File: config.mk
export PLATFORM = sky130hd
export DESIGN_NAME = display_command_framer
export DESIGN_NICKNAME = d
export VERILOG_FILES = /design/src/hdl/dcf_pkg.sv /design/src/hdl/dcf_core.sv /design/src/hdl/dcf_emitter.sv /design/src/hdl/display_command_framer.sv
export SDC_FILE = /design/constraint.sdc
export NUM_CORES = 1
export LEC_CHECK = 0
export BUFFER_PORTS_ARGS = -buffer_cell sky130_fd_sc_hd__buf_2
export CAP_MARGIN = 20
export CORE_ASPECT_RATIO = 1.5
export CORE_MARGIN = 5
export CORE_UTILIZATION = 40
export CTS_CLUSTER_DIAMETER = 60
export DETAILED_ROUTE_END_ITERATION = 16
export SLEW_MARGIN = 15
export SYNTH_ARGS = -nofsm -noshare
export SYNTH_HDL_FRONTEND = slang
export SYNTH_SLANG_ARGS = --single-unit
File: constraint.sdc
create_clock -name i_clk -period 5.5 [get_ports i_clk]
set_input_delay 0.275 -clock i_clk [delete_from_list [all_inputs] [get_ports i_clk]]
set_output_delay 0.275 -clock i_clk [all_outputs]
set_load 0.05 [all_outputs]
File: src/hdl/dcf_pkg.sv
`timescale 1ns / 1ps

package dcf_pkg;

    localparam int DISPLAY_WIDTH  = 128;
    localparam int DISPLAY_HEIGHT = 64;
    localparam int MAX_PAYLOAD    = 128;

    localparam logic [7:0] SYNC_A = 8'hAA;
    localparam logic [7:0] SYNC_B = 8'h55;
    localparam int PAGE_ROWS_LOG2 = 3;

    // header bytes plus checksum
    localparam int MAX_RESULTS = 9;
    localparam int IDX_W       = $clog2(MAX_RESULTS + 1);

    typedef enum logic {
        FUNC_HEADER = 1'b0,
        FUNC_DATA   = 1'b1
    } t_func;

    typedef enum logic [1:0] {
        ST_OK       = 2'd0,
        ST_TOO_LONG = 2'd1,
        ST_GEOMETRY = 2'd2,
        ST_ALIGN    = 2'd3
    } t_status;

    typedef struct packed {
        t_func      func;
        logic [7:0] command;
        logic [7:0] pos_x;
        logic [7:0] pos_y;
        logic [7:0] block_width;
        logic [7:0] block_height;
        logic [7:0] payload_length;
        logic [7:0] data_byte;
    } t_item;

    // bytes one item puts on the output, lowest index first
    typedef struct packed {
        logic [MAX_RESULTS-1:0][7:0] bytes;
        logic [IDX_W-1:0]            count;
        logic                        has_end;
        t_status                     status;
    } t_frame;

endpackage

File: src/hdl/dcf_core.sv
`timescale 1ns / 1ps

module dcf_core (
    input  logic           i_clk,
    input  logic           i_rst_n,
    input  dcf_pkg::t_item i_item,
    input  logic           i_take,
    output dcf_pkg::t_frame o_frame
);
    import dcf_pkg::*;

    logic       r_open, n_open;
    logic [7:0] r_left, n_left;
    logic [7:0] r_sum,  n_sum;
    logic       r_drop, n_drop;

    t_status    hdr_status;
    logic [7:0] hdr_sum;
    logic [7:0] data_sum;
    logic [7:0] left_dec;
    logic [8:0] x_end;
    logic [8:0] y_end;

    assign x_end    = {1'b0, i_item.pos_x} + {1'b0, i_item.block_width};
    assign y_end    = {1'b0, i_item.pos_y} + {1'b0, i_item.block_height};
    assign hdr_sum  = i_item.command + i_item.pos_x + i_item.pos_y + i_item.block_width
                    + i_item.block_height + i_item.payload_length;
    assign data_sum = r_sum + i_item.data_byte;
    assign left_dec = r_left - 8'd1;

    // length first, then bounds and page alignment for a non-empty block
    always_comb begin
        priority if (i_item.payload_length > 8'(MAX_PAYLOAD)) begin
            hdr_status = ST_TOO_LONG;
        end else if (i_item.block_width == 8'd0 || i_item.block_height == 8'd0) begin
            hdr_status = ST_OK;
        end else if (i_item.pos_x >= 8'(DISPLAY_WIDTH) || i_item.pos_y >= 8'(DISPLAY_HEIGHT)
                     || x_end > 9'(DISPLAY_WIDTH) || y_end > 9'(DISPLAY_HEIGHT)) begin
            hdr_status = ST_GEOMETRY;
        end else if (i_item.block_height[PAGE_ROWS_LOG2-1:0] != '0
                     || i_item.pos_y[PAGE_ROWS_LOG2-1:0] != '0) begin
            hdr_status = ST_ALIGN;
        end else begin
            hdr_status = ST_OK;
        end
    end

    always_comb begin
        o_frame = '0;
        n_open  = r_open;
        n_left  = r_left;
        n_sum   = r_sum;
        n_drop  = r_drop;
        unique case (i_item.func)
            FUNC_HEADER: begin
                n_left = i_item.payload_length;
                if (hdr_status != ST_OK) begin
                    o_frame.count   = IDX_W'(1);
                    o_frame.has_end = 1'b1;
                    o_frame.status  = hdr_status;
                    n_open = 1'b0;
                    n_sum  = 8'd0;
                    n_drop = (i_item.payload_length != 8'd0);
                end else begin
                    o_frame.bytes[0] = SYNC_A;
                    o_frame.bytes[1] = SYNC_B;
                    o_frame.bytes[2] = i_item.command;
                    o_frame.bytes[3] = i_item.pos_x;
                    o_frame.bytes[4] = i_item.pos_y;
                    o_frame.bytes[5] = i_item.block_width;
                    o_frame.bytes[6] = i_item.block_height;
                    o_frame.bytes[7] = i_item.payload_length;
                    o_frame.bytes[8] = hdr_sum;
                    n_drop = 1'b0;
                    if (i_item.payload_length == 8'd0) begin
                        o_frame.count   = IDX_W'(MAX_RESULTS);
                        o_frame.has_end = 1'b1;
                        n_open = 1'b0;
                        n_sum  = 8'd0;
                    end else begin
                        o_frame.count = IDX_W'(MAX_RESULTS - 1);
                        n_open = 1'b1;
                        n_sum  = hdr_sum;
                    end
                end
            end
            FUNC_DATA: begin
                if (r_open) begin
                    o_frame.bytes[0] = i_item.data_byte;
                    o_frame.bytes[1] = data_sum;
                    n_left = left_dec;
                    if (left_dec == 8'd0) begin
                        o_frame.count   = IDX_W'(2);
                        o_frame.has_end = 1'b1;
                        n_open = 1'b0;
                        n_sum  = 8'd0;
                    end else begin
                        o_frame.count = IDX_W'(1);
                        n_sum = data_sum;
                    end
                end else if (r_drop) begin
                    n_left = left_dec;
                    if (left_dec == 8'd0) begin
                        n_drop = 1'b0;
                    end
                end
            end
            default: begin
            end
        endcase
    end

    always_ff @(posedge i_clk) begin
        if (!i_rst_n) begin
            r_open <= 1'b0;
            r_left <= 8'd0;
            r_sum  <= 8'd0;
            r_drop <= 1'b0;
        end else if (i_take) begin
            r_open <= n_open;
            r_left <= n_left;
            r_sum  <= n_sum;
            r_drop <= n_drop;
        end
    end

endmodule

File: src/hdl/dcf_emitter.sv
`timescale 1ns / 1ps

module dcf_emitter (
    input  logic             i_clk,
    input  logic             i_rst_n,
    input  logic             i_load,
    input  dcf_pkg::t_frame  i_frame,
    input  logic             i_ready,
    output logic             o_valid,
    output logic [7:0]       o_byte,
    output logic             o_end,
    output dcf_pkg::t_status o_status,
    output logic             o_free
);
    import dcf_pkg::*;

    logic                        r_valid, n_valid;
    logic [IDX_W-1:0]            r_idx, n_idx;
    logic [MAX_RESULTS-1:0][7:0] r_bytes;
    logic [IDX_W-1:0]            r_count;
    logic                        r_end;
    t_status                     r_status;
    logic                        last;

    assign last     = (r_idx == r_count - IDX_W'(1));
    assign o_free   = !r_valid || (i_ready && last);
    assign o_valid  = r_valid;
    assign o_byte   = r_bytes[r_idx];
    assign o_end    = r_end && last;
    assign o_status = r_status;

    always_comb begin
        n_valid = r_valid;
        n_idx   = r_idx;
        if (i_load) begin
            n_valid = 1'b1;
            n_idx   = '0;
        end else if (r_valid && i_ready) begin
            if (last) begin
                n_valid = 1'b0;
            end else begin
                n_idx = r_idx + IDX_W'(1);
            end
        end
    end

    always_ff @(posedge i_clk) begin
        if (!i_rst_n) begin
            r_valid <= 1'b0;
            r_idx   <= '0;
        end else begin
            r_valid <= n_valid;
            r_idx   <= n_idx;
        end
    end

    always_ff @(posedge i_clk) begin
        if (i_load) begin
            r_bytes  <= i_frame.bytes;
            r_count  <= i_frame.count;
            r_end    <= i_frame.has_end;
            r_status <= i_frame.status;
        end
    end

endmodule

File: src/hdl/display_command_framer.sv
`timescale 1ns / 1ps
// channel  | dir | tdata                                      | tuser     | tlast
// s_axis   | in  | command, pos_x, pos_y, block_width,         | func      | -
//          |     | block_height, payload_length, data_byte    |           |
// m_axis   | out | out_byte                                   | status    | frame_end
//
// one input transfer per cycle while each item yields at most one output byte and
// m_axis_tready stays high; the input waits while the output sequencer drains an
// accepted header (8 or 9 bytes) or a closing data byte (byte and checksum)
// an input register and the output sequencer decouple the two sides, so the next
// item is taken while the current result still waits on m_axis_tready
// synchronous active-low reset empties both stages and closes any open frame

module display_command_framer (
    input  logic        i_clk,
    input  logic        i_rst_n,
    input  logic        s_axis_tvalid,
    output logic        s_axis_tready,
    // command, pos_x, pos_y, block_width, block_height, payload_length, data_byte
    input  logic [55:0] s_axis_tdata,
    // func
    input  logic [0:0]  s_axis_tuser,
    output logic        m_axis_tvalid,
    input  logic        m_axis_tready,
    // out_byte
    output logic [7:0]  m_axis_tdata,
    // status
    output logic [1:0]  m_axis_tuser,
    output logic        m_axis_tlast
);
    import dcf_pkg::*;

    logic    r_in_valid;
    t_item   r_item;
    t_item   n_item;
    t_frame  frame;
    t_status out_status;
    logic    free;
    logic    fire;
    logic    load;

    assign n_item.func           = t_func'(s_axis_tuser[0]);
    assign n_item.command        = s_axis_tdata[7:0];
    assign n_item.pos_x          = s_axis_tdata[15:8];
    assign n_item.pos_y          = s_axis_tdata[23:16];
    assign n_item.block_width    = s_axis_tdata[31:24];
    assign n_item.block_height   = s_axis_tdata[39:32];
    assign n_item.payload_length = s_axis_tdata[47:40];
    assign n_item.data_byte      = s_axis_tdata[55:48];

    // items with no result are consumed without touching the sequencer
    assign fire          = r_in_valid && free;
    assign load          = fire && (frame.count != '0);
    assign s_axis_tready = !r_in_valid || fire;

    always_ff @(posedge i_clk) begin
        if (!i_rst_n) begin
            r_in_valid <= 1'b0;
        end else if (s_axis_tready) begin
            r_in_valid <= s_axis_tvalid;
        end
    end

    always_ff @(posedge i_clk) begin
        if (s_axis_tvalid && s_axis_tready) begin
            r_item <= n_item;
        end
    end

    dcf_core u_core (
        .i_clk   (i_clk),
        .i_rst_n (i_rst_n),
        .i_item  (r_item),
        .i_take  (fire),
        .o_frame (frame)
    );

    dcf_emitter u_emitter (
        .i_clk    (i_clk),
        .i_rst_n  (i_rst_n),
        .i_load   (load),
        .i_frame  (frame),
        .i_ready  (m_axis_tready),
        .o_valid  (m_axis_tvalid),
        .o_byte   (m_axis_tdata),
        .o_end    (m_axis_tlast),
        .o_status (out_status),
        .o_free   (free)
    );

    assign m_axis_tuser = out_status;

endmodule

# After elaboration in Yosys (flattened, before gate mapping)
# Index checks and enable logic that the tools add are counted.
totals:
  in_bits: 61
  ff_bits: 160
  output_inout_bits: 13
op_classes:
  add_sub_neg: 11
  mux: 34
  n_bitwise: 4
  n_eq_ne: 4
  n_reduce_logical: 34
  order_cmp: 6
ops:
  columns: ["operator", "count"]
  rows:
  - ["$mux W8", 7]
  - ["$add A8 B8 Y8", 6]
  - ["$pmux W21 S2", 1]
  - ["$bmux W8 S4", 1]
  - ["$logic_not A8 Y1", 4]
  - ["$pmux W8 S2", 2]
  - ["$mux W21", 1]
  - ["$add A8 B8 Y9", 2]
  - ["$mux W15", 1]
  - ["$mux W1", 13]
  - ["$mux W2", 5]
  - ["$reduce_and A2 Y1", 5]
  - ["$gt A9 B7 Y1 const B", 1]
  - ["$gt A9 B8 Y1 const B", 1]
  - ["$ge A8 B7 Y1 const B", 1]
  - ["$ge A8 B8 Y1 const B", 1]
  - ["$gt A8 B8 Y1 const B", 1]
  - ["$reduce_bool A8 Y1", 1]
  - ["$sub A8 B1 Y8 const B", 1]
  - ["$logic_or A1 B1 Y1", 7]
  - ["$logic_and A1 B1 Y1", 6]
  - ["$reduce_bool A2 Y1", 3]
  - ["$reduce_bool A3 Y1", 2]
  - ["$reduce_or A2 Y1", 3]
  - ["12 further kinds", 17]

# Longest topological paths before layout
logic_depth:
  ltp_word: 14
  mapped_depth: 16

# By module
# A second synthesis with hierarchy kept.
hier_totals:
  hier_cells: 735
  area_unflattened_um2: 9049.9
modules_own_cells:
  columns: ["mod", "cells_per_inst", "instances", "area_per_inst_um2"]
  rows:
  - ["dcf_core", 504, 1, 3988.8]
  - ["dcf_emitter", 167, 1, 3279.4]
  - ["display_command_framer", 64, 1, 1781.7]

# Worst setup path before layout
# OpenSTA, ideal clock, no wires.
synth_path:
  kind: "reg2reg"
  startpoint: "register u_emitter.r_count[0]"
  endpoint: "register r_item[0] (netlist bit), enable pin"
  period_less_slack_ns: 4.479
  path_slack_ns: 1.021
  arrival_time_ns: 3.988
  setup_ns: 0.491
  stages_incl_launch_ff: 7
  path_buffers: 0
  required_ns: 5.009
  path_cell_list: "edfxtp_1 inv_1 ha_1 or2_0 mux2i_1 a41oi_1 a21oi_1"
synth_via:
  elab_chain_cells: 7
synth_lines:
  columns: ["item", "line", "source"]
  rows:
  - ["from (decl)", "dcf_emitter.sv:20", "logic [IDX_W-1:0] r_count;"]
  - ["from (signal assigned)", "dcf_emitter.sv:60", "r_count <= i_frame.count;"]
  - ["$sub A4 B1 Y4", "dcf_emitter.sv:25", "assign last = (r_idx == r_count - IDX_W'(1));"]
  - ["$eq A4 B4 Y1", "dcf_emitter.sv:25", null]
  - ["$logic_and A1 B1 Y1", "dcf_emitter.sv:26", "assign o_free = !r_valid || (i_ready && last);"]
  - ["$logic_or A1 B1 Y1", "dcf_emitter.sv:26", null]
  - ["$logic_and A1 B1 Y1", "display_command_framer.sv:52", "assign fire = r_in_valid && free;"]
  - ["$logic_or A1 B1 Y1", "display_command_framer.sv:54", "assign s_axis_tready = !r_in_valid || fire;"]
  - ["$logic_and A1 B1 Y1", "display_command_framer.sv:65", "if (s_axis_tvalid && s_axis_tready) begin"]
  - ["to (signal assigned)", "display_command_framer.sv:66", "r_item <= n_item;"]
  - ["to (decl)", "display_command_framer.sv:34", "t_item r_item;"]
# No other way between the ends.
# A chain may end at the register's enable or synchronous reset.

# Worst setup path after layout
layout_path:
  startpoint: "register r_item[11] (netlist bit)"
  endpoint: "register u_core.r_sum[7]"
layout_via:
  elab_chain_cells: 5
  elab_cells_between_ends: 8
  cone_classes: "1 x add/sub; 1 x order compare; 4 x mux; 2 x reduce/logical"
layout_lines:
  columns: ["item", "line", "source"]
  rows:
  - ["$gt A8 B8 Y1", "dcf_core.sv:33", "priority if (i_item.payload_length > 8'(MAX_PAYLOAD)) begin"]
  - ["$mux W2", "dcf_core.sv:33", null]
  - ["$reduce_bool A2 Y1", "dcf_core.sv:57", "if (hdr_status != ST_OK) begin"]
  - ["$mux W8 (*)", "dcf_core.sv:57", null]
  - ["$pmux W8 S2 (*)", "dcf_core.sv:54", "unique case (i_item.func)"]
  - ["to (signal assigned)", "dcf_core.sv:122", "r_sum <= n_sum;"]
  - ["to (decl)", "dcf_core.sv:14", "logic [7:0] r_sum, n_sum;"]
# Every way passes the cells marked *; elsewhere a longest branch is shown, timed or not.

==> impl_metrics.py <==
metrics = {
    "synthesis": {
        "synth_top_area_cell": "edfxtp_1",
        "synthFlopType": "edfxtp_1",
        "synth_cells": 723,
        "syn_nets": 847,
        "synth_edf_count": 135,
        "yosysTopAreaCellShare_pct": 46.5,
        "synthArstFlopShare_pct": 0,
        "yosysMostFrequentCell": "edfxtp_1",
        "yosys_register_bits": 159,
        "syn_area_um2": 8720,
        "avgSynthCellArea_um2": 12.1,
        "ys_seq_area_share_pct": 52.0,
        "ys_types": 73,
        "ys_top_cells_by_count": "edfxtp_1, inv_1, nor2_1",
        "ys_warn_count": 0,
        "synth_top_cells_by_area": "edfxtp_1, fa_1, dfxtp_1, ha_1, mux4_2",
    },
    "floorplan": {
        "die_w_um": 131,
        "die-height_um": 191,
        "row_count": 66,
        "core-area_um2": 21600,
        "dieArea_um2": 24900,
        "io_pins": 74,
        "start_util_pct": 40.5,
    },
    "place": {
        "gp_congestion": 0.900,
        "placed_area_um2": 9380,
        "dpl.hpwl_um": 16000,
        "port_buffers": 73,
    },
    "sta": {
        "fin_crit_sh_pct": 70.4,
        "fin_skew_ns": 0.0117,
        "timing.fmax_ghz": 0.258,
        "post-route-min-period_ns": 3.87,
        "drv_slew": 0,
        "relSlewSlack_pct": 38.5,
        "rsz0062_at_grt": "no",
        "worst_slew_pin_slew_ns": 0.922,
        "final-hold-violation-count": 0,
        "setup_tns_ns": 0,
        "finalSetupViolCount": 0,
    },
    "detailed_routing": {
        "via_per_inst": 5.28,
        "finalWirelength_um": 21600,
        "antenna_left": 0,
        "routedWlPerCell_um": 19.3,
        "firstDrtPassIters": 4,
        "dr_total_vias": 5920,
        "route.detailed.drc": 0,
        "drt-initial-drc-count": 305,
    },
    "min_path": {
        "hold_path_class": "input port to flop",
    },
    "power": {
        "p_leak_nw": 4.17,
        "pwr-share-seq_pct": 41.8,
        "switchingPower_uw": 920,
        "swShare_pct": 27.7,
        "clock_power_share_pct": 37.6,
        "powerDensity_nw_per_um2": 320,
        "p_total_mw": 3.33,
        "vdd_drop_max_v": 0.000229,
        "intPower_mw": 2.41,
        "combPwrFrac_pct": 20.6,
    },
    "cts": {
        "cts_resized": 0,
        "clk-insertion-delay-late_ns": 0.44,
        "cts.clk_slew.worst_paths_ns": 0.07,
        "htreeDepth": 4,
        "cts_tree": "done",
        "clockBufferDepth": 2,
        "cts_buffers": 17,
        "clock_sinks": 159,
        "cts_root_buf": "clkbuf_16",
        "post-cts-setup-buffers": 0,
    },
    "setup_path": {
        "crit_arrival_ns": 4.21,
        "crit_fanout": 3,
        "end_kind": "flop",
        "criticalPathCategory": "flop to flop",
        "crit_required_ns": 5.84,
        "start_kind": "flop",
    },
    "global_routing": {
        "antenna_found_initial": 0,
        "grt_pass1_vias": 6232,
        "grt_max_degree": 53,
        "grt-ovfl-total": 0,
        "grt_use_met1_pct": 20.5,
        "grt-busiest-layer": "met2",
        "grt_pass1_wl_um": 33900,
        "track_usage_pct": 18.3,
        "met3_usage_pct": 3.25,
        "use_met2_pct": 33.5,
    },
    "layout": {
        "antenna_cells": 0,
        "final_area_um2": 10400,
        "nNetsFinal": 961,
        "final_util_pct": 48.2,
        "synthToLayoutAreaGrowth_pct": 19.1,
        "drive_above_1_share_pct": 20.6,
    },
    "run": {
        "cap_violations": 0,
    },
    "run_status": {
        "status": "completed",
    },
}
==> sequential cells by signal (all words and copies together), names as in the netlist, 2 cells and up <==
signal and count:
r_item 57, u_core.r_left 8, u_core.r_sum 8, u_emitter.o_status 2, u_emitter.r_bytes 72, u_emitter.r_count 3
u_emitter.r_idx 4
==> power groups by stage <==
stage / clock (mW) / sequential, mW / combinational (mW)
global placement: 0 / 1.42 / 0.657
CTS: 1.28 / 1.39 / 0.698
finish: 1.25 / 1.39 / 0.686
global route: 1.33 / 1.39 / 0.770
floorplan: 0 / 1.40 / 0.492
detailed placement: 0 / 1.42 / 0.673
==> metrics by stage <==
step | hold WS (ns) | std cells | worst slack (ns)
after global placement | 0.451 | 1052 | 1.76
after global routing | 0.00281 | 1122 | 1.41
final | 0.0165 | 1122 | 1.63
after CTS | 0.00108 | 1121 | 1.59
after floorplan | 0.374 | 723 | 1.02
after detailed placement | 0.453 | 1052 | 1.61
==> timing repair <==
item | CTS | global route
setup endpoints to repair | 0 | 0
hold buffers | 37 | 0
endpoints found under the hold margin | 37 | 0
==> worst max-delay path, stage by stage (launching register included) <==
cell and delay, ns:
edfxtp_1 0.39, inv_1 0.12, fa_1 0.55, inv_1 0.06, fa_1 0.53, inv_1 0.06
fa_1 0.59, inv_1 0.06, ha_1 0.29, a21o_1 0.16, a21oi_1 0.23, o21bai_1 0.09
a21oi_1 0.21, xnor2_1 0.15, o41ai_2 0.29
==> layer usage <==
| layer | up-vias | part of all wire (%) |
|---|---|---|
| met4 | 0 | 3.7 |
| met1 | 2912 | 38 |
| met3 | 46 | 3.6 |
| met5 | - | 0 |
| met2 | 145 | 54 |
| li1 | 2817 | - |
==> cells by family after synthesis <==
| kind of cell | share of synthesized area, % |
|---|---|
| AND/OR/NAND/NOR | 12.8 |
| flip-flops | 52.0 |
| AO/OA/AOI/OAI | 10.4 |
| buffers and inverters | 4.85 |
| adder cells (fa/ha/maj) | 11.6 |
| multiplexers | 5.64 |
| XOR/XNOR | 2.71 |
==> layout make-up <==
type	count	area, um^2
Clock buffer	18	429
Sequential cell	159	4530
Multi-Input combinational cell	462	3790
Clock inverter	14	191
Tap cell	272	340
Fill cell	1936	11200
Inverter	77	290
Timing Repair Buffer	120	818
==> placed cells by master, fill, tap and decap left out, types with 6 or more instances in the layout <==
master,count
nor2_2,25
dfxtp_1,24
nor2_1,44
and2_1,36
mux4_2,16
nor2b_1,10
fa_1,30
a21oi_1,25
buf_2,73
o21a_1,7
dlygate4sd3_1,37
o21ai_0,40
a21o_1,10
xnor2_1,19
or2_2,6
inv_1,74
ha_1,33
edfxtp_1,135
and3_1,6
nand3_1,9
mux2i_1,12
nand2_1,36
clkbuf_16,17
buf_4,9
xor2_1,8
==> worst paths after layout <==
kind | startpoint | end | slack (ns) | cells after the start
hold reg to reg | u_core.r_left[6]$_SDFFE_PN0P_ | u_core.r_left[6]$_SDFFE_PN0P_ | 0.49 | 2
setup reg to reg | r_item[11]$_DFFE_PP_ | u_core.r_sum[7]$_SDFFE_PN0P_ | 1.63 | 14
hold / removal | s_axis_tdata[51] | r_item[3]$_DFFE_PP_ | 0.02 | 1
setup / recovery | r_item[11]$_DFFE_PP_ | u_core.r_sum[7]$_SDFFE_PN0P_ | 1.63 | 14
Note: power is estimated with default switching activity, not from simulation.
